[src/rtl/jfns_pkg.sv]
// Shared constants for the Jacobi five-point stencil block.
// No dependencies; the rtl/ files other than jfns_ram refer to it by scoped names.
`timescale 1ns / 1ps

package jfns_pkg;

    // Default values for the top-level parameters.
    localparam int MAX_WIDTH_DEFAULT = 4096;
    localparam int CELL_BITS_DEFAULT = 32;

    // Fixed field and register widths.
    localparam int ROW_BITS        = 16;
    localparam int WIDTH_REG_BITS  = 13;
    localparam int HEIGHT_REG_BITS = 16;
    localparam int CFG_DATA_BITS   = 16;
    localparam int CFG_IDX_BITS    = 1;

    // Register indexes on the configuration port.
    localparam logic [CFG_IDX_BITS-1:0] REG_GRID_WIDTH  = 1'd0;
    localparam logic [CFG_IDX_BITS-1:0] REG_GRID_HEIGHT = 1'd1;

    // Register reset values.
    localparam logic [WIDTH_REG_BITS-1:0]  GRID_WIDTH_RESET  = 13'd4096;
    localparam logic [HEIGHT_REG_BITS-1:0] GRID_HEIGHT_RESET = 16'd3;

    // Queue between the front and back parts. Depth is a power of two so the
    // pointers wrap naturally.
    localparam int QUEUE_DEPTH = 4;
    localparam int QPTR_BITS   = $clog2(QUEUE_DEPTH);
    localparam int QLVL_BITS   = $clog2(QUEUE_DEPTH + 1);

endpackage

[src/rtl/jfns_back.sv]
// Back part of the stencil: the item queue, the quarter-sum adder and the
// result register. Depends on jfns_pkg.
`timescale 1ns / 1ps

module jfns_back #(
    parameter int MAX_WIDTH = jfns_pkg::MAX_WIDTH_DEFAULT,
    parameter int CELL_BITS = jfns_pkg::CELL_BITS_DEFAULT,
    parameter int COL_BITS  = $clog2(MAX_WIDTH),
    parameter int ITEM_BITS = 4 * CELL_BITS + jfns_pkg::ROW_BITS + COL_BITS + 1
) (
    input  logic                           i_clk,
    input  logic                           i_rst_n,
    input  logic                           i_q_push,
    input  logic [ITEM_BITS-1:0]           i_q_item,
    output logic [jfns_pkg::QLVL_BITS-1:0] o_q_level,
    output logic                           o_empty,
    input  logic                           i_pop,
    output logic [CELL_BITS-1:0]           o_new_value,
    output logic [jfns_pkg::ROW_BITS-1:0]  o_center_row,
    output logic [COL_BITS-1:0]            o_center_col,
    output logic                           o_last_of_grid
);

    localparam int RB = jfns_pkg::ROW_BITS;
    localparam int PB = jfns_pkg::QPTR_BITS;
    localparam int LB = jfns_pkg::QLVL_BITS;
    localparam int SB = CELL_BITS + 2;

    logic [ITEM_BITS-1:0] r_mem [jfns_pkg::QUEUE_DEPTH];
    logic [PB-1:0]        r_wr_ptr, r_rd_ptr;
    logic [LB-1:0]        r_count;

    logic                 r_out_valid;
    logic [CELL_BITS-1:0] r_out_value;
    logic [RB-1:0]        r_out_row;
    logic [COL_BITS-1:0]  r_out_col;
    logic                 r_out_last;

    logic [ITEM_BITS-1:0] head;
    logic                 q_pop;
    logic [CELL_BITS-1:0] down_v, up_v, left_v, right_v;
    logic [COL_BITS-1:0]  col_v;
    logic [RB-1:0]        row_v;
    logic                 last_v;
    logic [SB-1:0]        sum;

    assign head  = r_mem[r_rd_ptr];
    assign q_pop = (r_count != '0) && (!r_out_valid || i_pop);

    assign {last_v, row_v, col_v, right_v, left_v, up_v, down_v} = head;

    // Floor of the sum over four: sign-extended sum, then drop two bits.
    assign sum = SB'(signed'(down_v)) + SB'(signed'(up_v)) +
                 SB'(signed'(left_v)) + SB'(signed'(right_v));

    always_ff @(posedge i_clk) begin
        if (!i_rst_n) begin
            r_wr_ptr <= '0;
            r_rd_ptr <= '0;
            r_count  <= '0;
        end else begin
            if (i_q_push) begin
                r_wr_ptr <= r_wr_ptr + PB'(1);
            end
            if (q_pop) begin
                r_rd_ptr <= r_rd_ptr + PB'(1);
            end
            case ({i_q_push, q_pop})
                2'b10:   r_count <= r_count + LB'(1);
                2'b01:   r_count <= r_count - LB'(1);
                default: r_count <= r_count;
            endcase
        end
    end

    always_ff @(posedge i_clk) begin
        if (i_q_push) begin
            r_mem[r_wr_ptr] <= i_q_item;
        end
    end

    always_ff @(posedge i_clk) begin
        if (!i_rst_n) begin
            r_out_valid <= 1'b0;
        end else if (q_pop) begin
            r_out_valid <= 1'b1;
        end else if (i_pop) begin
            r_out_valid <= 1'b0;
        end
    end

    always_ff @(posedge i_clk) begin
        if (q_pop) begin
            r_out_value <= sum[SB-1:2];
            r_out_row   <= row_v;
            r_out_col   <= col_v;
            r_out_last  <= last_v;
        end
    end

    assign o_q_level      = r_count;
    assign o_empty        = ~r_out_valid;
    assign o_new_value    = r_out_value;
    assign o_center_row   = r_out_row;
    assign o_center_col   = r_out_col;
    assign o_last_of_grid = r_out_last;

endmodule

[config.mk]
export PLATFORM = sky130hd
export DESIGN_NAME = jfns_back
export DESIGN_NICKNAME = d
export VERILOG_FILES = /design/src/rtl/jfns_pkg.sv /design/src/rtl/jfns_back.sv
export SDC_FILE = /design/constraint.sdc
export NUM_CORES = 1
export LEC_CHECK = 0
export BUFFER_PORTS_ARGS = -buffer_cell sky130_fd_sc_hd__buf_2
export CORE_AREA = 10 10 250 252
export CTS_BUF_LIST = sky130_fd_sc_hd__clkbuf_4 sky130_fd_sc_hd__clkbuf_8
export CTS_CLUSTER_DIAMETER = 200
export CTS_CLUSTER_SIZE = 28
export DETAILED_ROUTE_END_ITERATION = 8
export DIE_AREA = 0 0 260 262
export PLACE_DENSITY = 0.7
export SYNTH_ARGS = -nofsm -noshare
export SYNTH_HDL_FRONTEND = slang
export SYNTH_SLANG_ARGS = --single-unit
[constraint.sdc]
create_clock -name i_clk -period 6.3 [get_ports i_clk]
set_input_delay 1.89 -clock i_clk [delete_from_list [all_inputs] [get_ports i_clk]]
set_output_delay 1.89 -clock i_clk [all_outputs]
set_load 0.01 [all_outputs]
==> flow_summary.yaml <==
critical_path:
  arrival_ns: 5.55
  cp.depth: 14
  setup.worst_path.class: "reg2reg"
  crit_buf_inv: 3
  crit_required_ns: 6.79
  crit_chain: "buf_4 > mux4_2 > inv_1 > fa_1 > fa_1 > inv_1 > ha_1 > nand4_1 > or3_1 > or3_1 > o21ai_2 > a21oi_1 > o21ai_1 > xnor2_1"
  cpPeakStageDelay_ns: 0.63
  critPathTopFamily: "adder cells"
  endpoint_kind: "flip-flop"
  r2r_slack_ns: 1.24
  slowest_stage: "buf_4"
  start_kind: "flip-flop"
  r2r_cells: 14
  cp_max_fo: 38
  cp-endpoint: "o_new_value[30]$_DFFE_PP_"
  regToRegEndpoint: "o_new_value[30]$_DFFE_PP_"
drt:
  via_per_inst: 5.470
  dr_wl_met3_um: 4018
  ant_nets: 0
  drt_iter0_markers: 1052
  first_pass_iters: 5
  wl_met1_um: 23550
  num_vias: 13290
  dr_wl_met2_um: 27120
  routed_wl_um: 55410
  routed.top_layer: "met5"
  wl_per_cell_um: 22.81
  drc: 0
timing:
  relSlewSlack_pct: 33.96
  finalCritPeriodShare_pct: 80.35
  fmax_mhz: 197.5
  drv_slew: 0
  hold_viol: 0
  rsz0062_at_grt: "no"
  fin_tns_setup_ns: 0
  worst_slack_ns: 1.238
  skew_ns: 0.03614
  setup_viol: 0
  max_slew.worst_pin.slew_ns: 0.9906
  period_needed_ns: 5.062
clock_tree:
  cts_tree: "built"
  clk_path_buf_depth: 3
  cts_resized: 0
  cts_root_buffer: "clkbuf_8"
  cts_buffers: 28
  clkSinkCount: 699
  cts_max_level: 1
  cts_setup_buffers: 0
  clock_latency_ns: 0.70
  clkTransAtPathRegs_ns: 0.17
  hold_buffers: 0
synthesis:
  yosysTopAreaCell: "edfxtp_1"
  synthCells: 1414
  seq_area_frac_synth_pct: 73.26
  syn_nets: 1677
  ys_ff_latch: 699
  async_reset_ff_share_pct: 0
  synth_edf_count: 689
  synth_top_area_share_pct: 72.56
  syn_avg_cell_area_um2: 20.17
  synth.distinct_cells: 51
  yosysWarnings: 0
  syn-cell-area_mm2: 0.02851
  synthTopCellsByArea: "edfxtp_1 73%, mux4_2 12%, fa_1 4.6%, inv_1 2.5%, ha_1 1.6%"
  synthFlopType: "edfxtp_1"
placement:
  numPortBuffers: 225
  dp_hpwl_um: 36690
  dp_slack_ns: 1.121
  routabilityCongestion: 0.8088
global_route:
  track_usage_pct: 16.18
  antenna_found_initial: 17
  grt_first_pass_wirelength_um: 84200
  grt_start_max_net_pins: 71
  first_global_vias: 13900
  overflow: 0
floorplanning:
  dieWidth_um: 260
  die_h_um: 262
  dieArea_mm2: 0.06812
  start_util_pct: 49.71
  core_mm2: 0.05737
  num_rows: 88
  num_io_pins: 226
layout:
  num-nets-final: 1910
  drive_gt1_share_pct: 27.58
  area_delta_synth_final_pct: 9.342
run_status:
  status: "finished clean"
min_path:
  min_path_type: "reg2reg"
run:
  cap_violations: 0
-- state kept, by name, indices dropped and copies added (netlist names), named ones only --
name            cells
r_rd_ptr            2
o_q_level           3
o_last_of_grid      1
r_wr_ptr            2
o_center_col       12
r_mem             628
r_out_valid         1
o_center_row       16
o_new_value        32
-- cells in the mapped netlist (all sizes together), types with 5 or more instances --
cell type and instances:
edfxtp 689, inv 192, mux4 157, fa 66
ha 36, a21oi 31, buf 28, nand2 25
o21ai 23, xnor2 22, and2 17, xor2 15
clkbuf 14, nor2 12, a21o 10, dfxtp 10
a31oi 8, nand3 8, or3 5
-- worst min path at each step --
stage / start / to / slack [ns] / cells past startpoint
global route: o_q_level[2]$_SDFFE_PN0P_ / o_q_level[2]$_SDFFE_PN0P_ / 0.58 / 2
floorplan: o_q_level[2]$_SDFFE_PN0P_ / o_q_level[2]$_SDFFE_PN0P_ / 0.52 / 2
detailed placement: o_q_level[2]$_SDFFE_PN0P_ / o_q_level[2]$_SDFFE_PN0P_ / 0.53 / 2
CTS: o_q_level[2]$_SDFFE_PN0P_ / o_q_level[2]$_SDFFE_PN0P_ / 0.55 / 2
finish: o_q_level[2]$_SDFFE_PN0P_ / o_q_level[2]$_SDFFE_PN0P_ / 0.55 / 2
global placement: o_q_level[2]$_SDFFE_PN0P_ / o_q_level[2]$_SDFFE_PN0P_ / 0.49 / 2
-- kinds of logic after synthesis --
group / count (synthesis) / synth area share [%]
flip-flops: 699 / 73.26
buffers and inverters: 234 / 3.177
multiplexers: 158 / 12.44
adder cells (fa/ha/maj): 102 / 6.214
AO/OA/AOI/OAI: 101 / 2.321
AND/OR/NAND/NOR: 83 / 1.452
XOR/XNOR: 37 / 1.137
-- per-stage QoR --
| step | instance area [µm²] | util (%) | hold slack (ns) | cells |
|---|---|---|---|---|
| final | 31180 | 54.35 | 0.5454 | 2429 |
| after global routing | 31160 | 54.32 | 0.5765 | 2423 |
| after CTS | 31160 | 54.32 | 0.5531 | 2422 |
| after detailed placement | 30680 | 53.48 | 0.5326 | 2382 |
| after global placement | 30680 | 53.48 | 0.4915 | 2382 |
| after floorplan | 28520 | - | 0.5212 | 1414 |
-- tightest hold or removal path: stages (launching register included) --
cell	delay, ns
dfxtp_1	0.36
o21ai_0	0.07
a21boi_0	0.08
-- metal layers --
| layer | vias up | GRT usage, % |
|---|---|---|
| met5 | - | 0 |
| met4 | 18 | 2.485 |
| met3 | 57 | 3.731 |
| met2 | 333 | 26.48 |
| met1 | 6999 | 22.45 |
| li1 | 5880 | - |
-- layout make-up --
cell class              count  area, µm²
repair buffers            245       1364
diodes                      7      17.52
clock buffers              40      481.7
inverters                 192      720.7
flip-flops and latches    699      20900
multi-input cells         481       6739
fillers                  4415      26190
well taps                 765      957.2
-- placed cells by master (no fill, tap or decap), drive strengths merged, types with 3 or more instances in the layout --
| cell type | netlist | layout |
|---|---|---|
| edfxtp | 689 | 689 |
| inv | 192 | 192 |
| a31oi | 8 | 8 |
| clkbuf | 14 | 40 |
| ha | 36 | 36 |
| a211oi | 3 | 3 |
| and2 | 17 | 17 |
| xor2 | 15 | 15 |
| o211ai | 3 | 3 |
| a21oi | 31 | 31 |
| o21a | 3 | 3 |
| xnor2 | 22 | 22 |
| buf | 28 | 245 |
| a21o | 10 | 10 |
| o31ai | 3 | 3 |
| diode | 0 | 7 |
| nand4 | 4 | 4 |
| a21boi | 3 | 3 |
| mux4 | 157 | 157 |
| nor3 | 4 | 4 |
| nand3 | 8 | 8 |
| nand2 | 25 | 25 |
| or3 | 5 | 5 |
| fa | 66 | 66 |
| dfxtp | 10 | 10 |
| o21ai | 23 | 23 |
| nor2 | 12 | 12 |
| and3 | 3 | 3 |
Power is left out: the tool's default activity adds up to more than one toggle a clock period on the data nets, which glitch-free logic cannot reach.
